[src/rtl/core/nsr_pkg.sv]
// Shared constants, types and reply byte lookup for the NTP server responder.
`default_nettype none

package nsr_pkg;

  localparam int unsigned PacketLen = 48;
  localparam int unsigned CountW = 6;

  localparam logic [31:0] UNIX_TO_NTP = 32'd2208988800;
  localparam logic [7:0]  HEADER_BYTE = 8'h24;
  localparam logic [2:0]  MODE_CLIENT = 3'd3;
  localparam logic [7:0]  PRECISION_BYTE = 8'hEC;

  localparam logic [CountW-1:0] LAST_POS = CountW'(PacketLen - 1);
  localparam logic [CountW-1:0] FULL_COUNT = CountW'(PacketLen);
  localparam logic [CountW-1:0] POLL_POS = 6'd2;
  localparam logic [CountW-1:0] XMIT_POS = 6'd40;

  localparam logic CFG_STRATUM = 1'b0;
  localparam logic CFG_REF_ID = 1'b1;

  typedef struct packed {
    logic [7:0]  poll;
    logic [63:0] client_xmit;
    logic [31:0] ntp_sec;
  } capture_t;

  function automatic logic [7:0] be_byte(input logic [31:0] v, input logic [1:0] k);
    logic [7:0] b;
    case (k)
      2'd0: b = v[31:24];
      2'd1: b = v[23:16];
      2'd2: b = v[15:8];
      2'd3: b = v[7:0];
      default: b = v[7:0];
    endcase
    return b;
  endfunction

  function automatic logic [7:0] reply_byte(
    input logic [CountW-1:0] k,
    input logic [7:0]        stratum,
    input logic [31:0]       ref_id,
    input capture_t          cap
  );
    logic [7:0] b;
    b = 8'h00;
    if (k == 6'd0) b = HEADER_BYTE;
    else if (k == 6'd1) b = stratum;
    else if (k == 6'd2) b = cap.poll;
    else if (k == 6'd3) b = PRECISION_BYTE;
    else if (k >= 6'd12 && k <= 6'd15) b = be_byte(ref_id, k[1:0]);
    else if (k >= 6'd16 && k <= 6'd19) b = be_byte(cap.ntp_sec, k[1:0]);
    else if (k >= 6'd24 && k <= 6'd27) b = be_byte(cap.client_xmit[63:32], k[1:0]);
    else if (k >= 6'd28 && k <= 6'd31) b = be_byte(cap.client_xmit[31:0], k[1:0]);
    else if (k >= 6'd32 && k <= 6'd35) b = be_byte(cap.ntp_sec, k[1:0]);
    else if (k >= 6'd40 && k <= 6'd43) b = be_byte(cap.ntp_sec, k[1:0]);
    return b;
  endfunction

endpackage

`default_nettype wire

[src/rtl/core/nsr_parser.sv]
// Request parser: byte counter, field capture and request check.
`default_nettype none

module nsr_parser (
  input  wire logic             clk,
  input  wire logic             rst,
  input  wire logic             take,
  input  wire logic [7:0]       request_byte,
  input  wire logic             last_byte,
  input  wire logic [31:0]      unix_seconds,
  output nsr_pkg::capture_t     cap,
  output logic                  launch
);
  import nsr_pkg::*;

  logic [CountW-1:0] byte_count;
  logic [CountW-1:0] count_next;
  logic [2:0]        mode_bits;
  logic [2:0]        mode_next;
  logic [7:0]        poll_value;
  logic [63:0]       client_transmit;
  logic [31:0]       ntp_sec;
  logic              ok;

  always_comb begin
    count_next = (byte_count < FULL_COUNT) ? byte_count + 6'd1 : byte_count;
    mode_next = (byte_count == 6'd0) ? request_byte[2:0] : mode_bits;
    ok = (count_next >= FULL_COUNT) && (mode_next == MODE_CLIENT);
  end

  always_ff @(posedge clk) begin
    if (rst) begin
      byte_count <= '0;
      mode_bits <= '0;
      poll_value <= '0;
      client_transmit <= '0;
      ntp_sec <= '0;
      launch <= 1'b0;
    end else begin
      launch <= 1'b0;
      if (take) begin
        mode_bits <= mode_next;
        if (byte_count == POLL_POS) poll_value <= request_byte;
        if (byte_count >= XMIT_POS && byte_count < FULL_COUNT)
          client_transmit <= {client_transmit[55:0], request_byte};
        if (last_byte) begin
          byte_count <= '0;
          launch <= ok;
          ntp_sec <= unix_seconds + UNIX_TO_NTP;
        end else begin
          byte_count <= count_next;
        end
      end
    end
  end

  assign cap.poll = poll_value;
  assign cap.client_xmit = client_transmit;
  assign cap.ntp_sec = ntp_sec;

endmodule

`default_nettype wire

[src/rtl/core/nsr_reply.sv]
// Reply sequencer: steps through the 48 reply bytes into an output register.
`default_nettype none

module nsr_reply (
  input  wire logic              clk,
  input  wire logic              rst,
  input  wire logic              launch,
  input  wire nsr_pkg::capture_t cap,
  input  wire logic [7:0]        stratum,
  input  wire logic [31:0]       ref_id,
  output logic                   busy,
  output logic                   response_valid,
  input  wire logic              response_stall,
  output logic [7:0]             response_byte,
  output logic                   response_last
);
  import nsr_pkg::*;

  logic [CountW-1:0] idx;
  logic              load;

  assign load = busy && (!response_valid || !response_stall);

  always_ff @(posedge clk) begin
    if (rst) begin
      busy <= 1'b0;
      idx <= '0;
      response_valid <= 1'b0;
    end else begin
      if (launch) begin
        busy <= 1'b1;
        idx <= '0;
      end else if (load) begin
        idx <= idx + 6'd1;
        if (idx == LAST_POS) busy <= 1'b0;
      end
      if (load) response_valid <= 1'b1;
      else if (!response_stall) response_valid <= 1'b0;
    end
  end

  always_ff @(posedge clk) begin
    if (load) begin
      response_byte <= reply_byte(idx, stratum, ref_id, cap);
      response_last <= (idx == LAST_POS);
    end
  end

endmodule

`default_nettype wire

[src/rtl/core/ntp_server_responder.sv]
// Top level of the NTP server responder: config registers, parser and reply sequencer.
//
// Request channel: one payload byte per beat (request_byte, last_byte, and
// unix_seconds, which is used with the last byte), request_valid/request_stall.
// Response channel: one reply byte per beat, response_last on byte 47,
// response_valid/response_stall.
// Config channel: cfg_valid/cfg_ready, always ready; index 0 is the stratum,
// index 1 the reference id.
// Request bytes are taken one per cycle while request_stall is low. When the
// last byte closes a valid client request (48 or more bytes, mode 3) a 48-byte
// reply follows: the parser's launch strobe sets the busy flag, which loads the
// first reply byte into the output register, then one byte per cycle while the
// receiver does not stall. Invalid requests are dropped. The request side stalls
// from the last byte of an accepted request until the reply sequencer has loaded
// byte 47 into its output register.
// A receiver stall holds the output register and pauses the sequencer.
// Reset clears the counters, captured fields and any reply in progress, sets
// the stratum to 1 and the reference id to 0.
`default_nettype none

module ntp_server_responder (
  input  wire logic        clk,
  input  wire logic        rst,
  input  wire logic        request_valid,
  output logic             request_stall,
  input  wire logic [7:0]  request_byte,
  input  wire logic        last_byte,
  input  wire logic [31:0] unix_seconds,
  output logic             response_valid,
  input  wire logic        response_stall,
  output logic [7:0]       response_byte,
  output logic             response_last,
  input  wire logic        cfg_valid,
  output logic             cfg_ready,
  input  wire logic        cfg_index,
  input  wire logic [31:0] cfg_data
);
  import nsr_pkg::*;

  logic [7:0]  stratum_level;
  logic [31:0] reference_ident;
  capture_t    cap;
  logic        launch;
  logic        busy;
  logic        take;

  assign cfg_ready = 1'b1;
  assign request_stall = launch || busy;
  assign take = request_valid && !request_stall;

  always_ff @(posedge clk) begin
    if (rst) begin
      stratum_level <= 8'd1;
      reference_ident <= '0;
    end else if (cfg_valid && cfg_ready) begin
      case (cfg_index)
        CFG_STRATUM: stratum_level <= cfg_data[7:0];
        CFG_REF_ID: reference_ident <= cfg_data;
        default: ;
      endcase
    end
  end

  nsr_parser u_parser (
    .clk          (clk),
    .rst          (rst),
    .take         (take),
    .request_byte (request_byte),
    .last_byte    (last_byte),
    .unix_seconds (unix_seconds),
    .cap          (cap),
    .launch       (launch)
  );

  nsr_reply u_reply (
    .clk            (clk),
    .rst            (rst),
    .launch         (launch),
    .cap            (cap),
    .stratum        (stratum_level),
    .ref_id         (reference_ident),
    .busy           (busy),
    .response_valid (response_valid),
    .response_stall (response_stall),
    .response_byte  (response_byte),
    .response_last  (response_last)
  );

endmodule

`default_nettype wire
[config.mk]
export PLATFORM = sky130hd
export DESIGN_NAME = ntp_server_responder
export DESIGN_NICKNAME = d
export VERILOG_FILES = /design/src/rtl/core/nsr_pkg.sv /design/src/rtl/core/nsr_parser.sv /design/src/rtl/core/nsr_reply.sv /design/src/rtl/core/ntp_server_responder.sv
export SDC_FILE = /design/constraint.sdc
export NUM_CORES = 1
export LEC_CHECK = 0
export BUFFER_PORTS_ARGS = -buffer_cell sky130_fd_sc_hd__buf_2
export CORE_MARGIN = 1.5
export CORE_UTILIZATION = 57
export CTS_CLUSTER_DIAMETER = 150
export CTS_CLUSTER_SIZE = 14
export DETAILED_ROUTE_END_ITERATION = 7
export PLACE_DENSITY = 0.81
export SETUP_SLACK_MARGIN = 0.05
export SLEW_MARGIN = 0
export SYNTH_ARGS = -nofsm -noshare
export SYNTH_HDL_FRONTEND = slang
export SYNTH_SLANG_ARGS = --single-unit
[constraint.sdc]
create_clock -name clk -period 2.6 [get_ports clk]
set_input_delay 0.26 -clock clk [delete_from_list [all_inputs] [get_ports clk]]
set_output_delay 0.26 -clock clk [all_outputs]
set_load 0.02 [all_outputs]
### Yosys cells after proc, flatten, opt, wreduce, memory -nomap -nowiden

Cells that the tools add are included.

* add/subtract/negate cells: 3
* order comparisons: 15
* eq/ne operators: 10
* mux-type cells: 21
* bitwise operators: 3
* reduce and logical (&&, ||, !) cells: 28

Operators with widths (count)
* $pmux W8 S4: 4
* $mux W8: 9
* $add A32 B32 Y32 const B: 1
* $ge A6 B6 Y1 const B: 4
* $eq A6 B2 Y1 const B: 3
* $ge A6 B5 Y1 const B: 3
* $le A6 B5 Y1 const B: 3
* $add A6 B1 Y6 const B: 2
* $le A6 B6 Y1 const B: 2
* $logic_not A6 Y1: 2
* $mux W6: 2
* $reduce_and A2 Y1: 6
* $logic_and A1 B1 Y1: 10
* $eq A6 B1 Y1 const B: 1
* $eq A6 B6 Y1 const B: 1
* $ge A6 B4 Y1 const B: 1
* $le A6 B4 Y1 const B: 1
* $lt A6 B6 Y1 const B: 1
* $mux W1: 5
* $eq A2 B2 Y1 const B: 2
* $reduce_bool A2 Y1: 2
* $eq A3 B2 Y1 const B: 1
* $logic_not A1 Y1: 3
* $mux W3: 1
* other kinds (7): 10

* register bits: 171
* input bits: 79
* output and inout port bits: 12
* word-level logic and storage cells: 93

### Depth between registers and ports, before layout

* word-level depth: 11
* gate-level depth with buffers: 9
* gate-level depth less buffers: 7

### Hierarchy

Synthesis repeated with hierarchy kept, for this count alone.

* cells, all modules: 963
* area, all modules: 8164.1 µm²

Modules (own cells, without submodules)
* nsr_parser: times used 1, cells each 536, area an instance 4441.8 µm², seq. area each 2282.2 µm²
* nsr_reply: times used 1, cells each 248, area an instance 1929.4 µm², seq. area each 430.4 µm²
* ntp_server_responder: times used 1, cells each 179, area an instance 1793.0 µm², seq. area each 800.8 µm²

### Worst setup path before layout

Ideal clock, no wire load.

* path kind: reg2reg
* start: reg u_reply.idx[0]
* end: reg u_reply.response_byte[5], data pin
* library setup time: 0.267 ns
* data arrival time: 1.812 ns
* data required time: 2.333 ns
* path slack: 0.521 ns
* stages on the path, launching flop included: 10
* path buffers: 3
* period minus slack after synthesis: 2.079 ns
* cell sequence: dfxtp_1 inv_1 ha_1 buf_2 clkbuf_1 clkbuf_1 a222oi_1 o21ai_0 a21oi_1 o211ai_1

* longest elaborated chain between the ends: 11
* elaborated cells on any way between the ends: 39
* classes of those cells: order compare: 12; eq/ne: 6; mux: 13; reduce/logical: 8

RTL lines
* start: declaration: RTL line nsr_reply.sv:19 `logic [CountW-1:0] idx;`
* start signal: assignment: RTL line nsr_reply.sv:34 `idx <= idx + 6'd1;`
* $ge A6 B6 Y1 (tied with other cells): RTL line nsr_pkg.sv:57 `else if (k >= 6'd40 && k <= 6'd43) b = be_byte(cap.ntp_sec, k[1:0]);`
* $logic_and A1 B1 Y1 or $pmux W8 S4 (tied branches): RTL line nsr_pkg.sv:57, nsr_pkg.sv:30
* $mux W8: RTL line nsr_pkg.sv:57
* $mux W8: RTL line nsr_pkg.sv:56 `else if (k >= 6'd32 && k <= 6'd35) b = be_byte(cap.ntp_sec, k[1:0]);`
* $mux W8: RTL line nsr_pkg.sv:55 `else if (k >= 6'd28 && k <= 6'd31) b = be_byte(cap.client_xmit[31:0], k[1:0]);`
* $mux W8: RTL line nsr_pkg.sv:54 `else if (k >= 6'd24 && k <= 6'd27) b = be_byte(cap.client_xmit[63:32], k[1:0]);`
* $mux W8: RTL line nsr_pkg.sv:53 `else if (k >= 6'd16 && k <= 6'd19) b = be_byte(cap.ntp_sec, k[1:0]);`
* $mux W8: RTL line nsr_pkg.sv:52 `else if (k >= 6'd12 && k <= 6'd15) b = be_byte(ref_id, k[1:0]);`
* $mux W8: RTL line nsr_pkg.sv:51 `else if (k == 6'd3) b = PRECISION_BYTE;`
* $mux W8: RTL line nsr_pkg.sv:50 `else if (k == 6'd2) b = cap.poll;`
* $mux W8: RTL line nsr_pkg.sv:49 `else if (k == 6'd1) b = stratum;`
* end signal: assignment: RTL line nsr_reply.sv:44 `response_byte <= reply_byte(idx, stratum, ref_id, cap);`
* end: declaration: RTL line nsr_reply.sv:14 `output logic [7:0] response_byte,`

Parallel ways exist; a longest one is shown, timed or not.
A chain may end at the register's enable or synchronous reset.

### Worst setup path after layout

* start: reg u_reply.idx[1]
* end: reg u_reply.response_byte[2], data pin

The elaborated chain is that of the path after synthesis.

==> run_results.csv <==
group,metric,value,unit
outcome,result_of_the_run,"finished, violations left",
outcome,violated_checks,"DRC",
worst_setup_path,worst_setup_ep,"u_reply.response_byte[2]",
sta,timing.slew.headroom,0.517,
detailed_routing,viasPerCell,5.87,
floorplanning,design.core.area,13300,um2
worst_setup_path,total_number_of_cells_along_the_worst_setup_path,7,
yosys,ys_types,60,
floorplanning,floorplan.die_area,14500,um2
worst_setup_path,critPathLaunch,"u_reply.idx[1]",
cts,cts_max_path_buffers,2,
detailed_routing,initialDrtViolationCount,1040,
yosys,postSynthAreaPerCell,7.98,um2
finish,design.final.nets,1120,
worst_setup_path,reg2reg_slack,0.14,ns
global_route,grt_antenna_before_repair,0,
worst_setup_path,timing.critical_path.fanout_max,42,
cts,clk_transition_reported_paths,0.06,ns
cts,hold_buffers,0,
cts,clkLatencyLatePin,0.43,ns
sta,slew_viol_final,0,
cts,cts_buffer_count,17,
finish,commonest_non_fill_non_tap_cell_in_the_layout,"nand2_1",
detailed_routing,first_pass_iters,8,
worst_setup_path,critical-path-top-delay-family,"compound AO/OA/AOI/OAI gates",
place,pre_cts_slack,0.243,ns
place,place.port_buffers,89,
cts,post_cts.repair.setup_buffers,0,
yosys,synth_top_area_frac,0.414,
worst_hold_path,timing.hold.worst.class,"in -> reg",
floorplanning,initial_utilization,0.587,
worst_setup_path,critical_path_type,"reg -> reg",
worst_setup_path,endpoint_class_of_the_critical_path,"flip-flop",
worst_setup_path,worst_r2r_startpoint,"u_reply.idx[1]",
global_route,global_route.overflow_total,0,
floorplanning,die_h,120,um
yosys,synth-edff-count,9,
detailed_routing,via_count,7155,
place,post-dp-hpwl,13600,um
finish,antennaDiodeCount,0,
floorplanning,floorplan.die.width,120,um
yosys,async_flop_share,0,
global_route,grt_pass1_wl,32500,um
worst_setup_path,worst-endpoint-required,2.77,ns
sta,min_period,2.46,ns
sta,final_hold_viol_count,0,
worst_setup_path,worstSetupStartpointType,"flip-flop",
sta,setup-tns-final,0,ns
global_route,grt.total_usage,0.284,
cts,ctsRootBufferMaster,"clkbuf_16",
yosys,netlist_top_cells_area,"dfxtp_1 (41%), nand2_1 (14%), a21oi_1 (9.0%)",
sta,layout_setup_ws,0.136,ns
power,p_leak,3.17,nW
worst_setup_path,r2r_end,"u_reply.response_byte[2]",
worst_setup_path,cell_with_the_largest_stage_delay_on_the_worst_path,"a222oi_1",
global_route,via_count_of_the_first_global_routing_pass,6716,
sta,grt_setup_unrepaired,"false",
finish,top_library_cells_by_usage_in_the_layout_fill_and_taps_aside,"nand2_1 (295), dfxtp_1 (162), a21oi_1 (140), buf_2 (88), o21ai_0 (51)",
detailed_routing,drt-wirelength-per-cell,16.2,um
cts,cts.htree.levels,4,
sta,clock_skew,0.0106,ns
cts,cts_tree,"yes",
finish,synthToLayoutAreaGrowth,13.6,%
yosys,synth_nets,1070,
yosys,portion_of_the_post_synthesis_area_used_by_sequential_elements,0.449,
worst_setup_path,critical_path.n_buffers_inverters,2,
sta,max_clock_freq,406,MHz
floorplanning,ios,91,
sta,period_share,0.948,
worst_setup_path,critical_path_arrival,2.63,ns
detailed_routing,wl,19800,um
sta,worstMarginPinSlew,0.718,ns
place,globalplace.congestion,0.864,
power,max-vdd-ir-drop,480,uV
detailed_routing,route.detailed.drc,1,
worst_setup_path,cp_cell_sequence,"inv_1 -> ha_1 -> buf_12 -> a222oi_1 -> o21ai_0 -> a21oi_1 -> o211ai_1",
detailed_routing,antenna_violating_nets_left,0,
yosys,post_synthesis_instance_area,7830,um2
yosys,synth_top_cell_by_area,"dfxtp_1",
flow_run,number_of_maximum_capacitance_constraint_violations,0,
finish,fraction_of_final_layout_cells_sized_beyond_drive_strength_1,0.142,
worst_setup_path,rr_worst_depth,7,
cts,post_cts_gate_resize_count,0,
sta,finalSetupViolations,0,
global_route,grt_start_max_net_pins,65,
floorplanning,num_rows,42,
yosys,synth.yosys.warnings,0,
yosys,synth_ff_type,"dfxtp_1",
yosys,postSynthCellCount,981,
worst_setup_path,max_stage_delay,0.53,ns
power,p_per_area,631,nW/um2
yosys,ys_ff_latch,171,
power,design_power_total,5.61,mW
cts,clock_sink_count,171,
## where the power goes
group,leakage [nW],switching (mW),internal [mW]
Clock,0.290,0.996,1.53
Combinational,1.47,0.204,0.131
Sequential,1.41,0.0444,2.70
## worst register-to-register path, stage by stage, from the launching register on
cell,delay (ns)
dfxtp_1,0.43
inv_1,0.14
ha_1,0.34
buf_12,0.24
a222oi_1,0.55
o21ai_0,0.21
a21oi_1,0.21
o211ai_1,0.10
## kinds of logic after synthesis
family	after synthesis	synth area share
AOI/OAI and AO/OA	288	0.231
xor gates and xnor gates	24	0.0268
adders and majority gates	10	0.0160
buffers and inverters	88	0.0551
DFF	171	0.449
muxes	5	0.00639
other	1	0.000479
and+or+nand+nor	394	0.216
## sequential cells by signal, summed over array words and instances (netlist names)
signal                    cells
u_reply.response_valid        1
stratum_level                 8
reference_ident              32
u_parser.mode_bits            3
u_reply.busy                  1
u_parser.poll_value           8
u_reply.idx                   6
u_parser.ntp_sec             32
u_reply.response_byte         8
u_parser.client_transmit     64
u_parser.byte_count           6
u_reply.response_last         1
u_parser.launch               1
## synthesized netlist by cell type, types with 3 or more instances
library cell and number:
o32ai_1 3, xnor2_1 10, a31oi_1 11, nor3_1 7, nand4_1 3, a22oi_1 8
or3_1 4, buf_4 3, buf_1 4, inv_1 14, o211ai_1 6, a21oi_1 141
a222oi_1 32, nor2b_1 3, nand2b_1 4, mux2i_1 5, dfxtp_1 162, edfxtp_1 9
nor3b_1 6, o21a_1 3, nand3_1 9, a221oi_1 3, a21o_1 3, or4_1 3
and3_1 6, a22o_1 11, buf_2 6, nand2_1 295, o21ai_0 51, nor4_1 3
clkbuf_1 50, nor2_1 38, ha_1 10, buf_6 11, xor2_1 14
## worst min-delay path by stage
stage,from,to,slack [ns],cells after the start
after floorplan,unix_seconds[7],u_parser.ntp_sec[7],0.38,1
after global placement,u_parser.ntp_sec[27],u_parser.ntp_sec[27],0.44,2
after detailed placement,u_parser.poll_value[7],u_parser.poll_value[7],0.44,2
after CTS,unix_seconds[4],u_parser.ntp_sec[4],0.03,2
after global routing,unix_seconds[1],u_parser.ntp_sec[1],0.03,2
final,unix_seconds[4],u_parser.ntp_sec[4],0.04,2
## per-layer routing
layer | up-vias | share of wire | GRT usage
met5 | - | 0 | 0
met4 | 0 | 0.024 | 0.107
met3 | 34 | 0.059 | 0.0528
met2 | 258 | 0.48 | 0.477
met1 | 3344 | 0.44 | 0.363
li1 | 3519 | - | -
## per-stage QoR
stage / instance area [um2] / utilization / hold WS, ns / instances
3_3_place_gp: 8310 / 0.623 / 0.438 / 1188
4_1_cts: 8900 / 0.667 / 0.0330 / 1219
2_1_floorplan: 7830 / - / 0.375 / 981
3_5_place_dp: 8310 / 0.623 / 0.444 / 1188
5_1_grt: 8900 / 0.667 / 0.0312 / 1219
6_report: 8900 / 0.667 / 0.0422 / 1219
## cell type report
cell class	count	area, um2
Fill cell	1132	4450
Inverter	14	52.6
Clock inverter	6	83.8
Clock buffer	25	505
Sequential cell	171	3510
Timing Repair Buffer	105	631
Tap cell	176	220
Multi-Input combinational cell	722	3890
(Power assumes the default switching activity.)
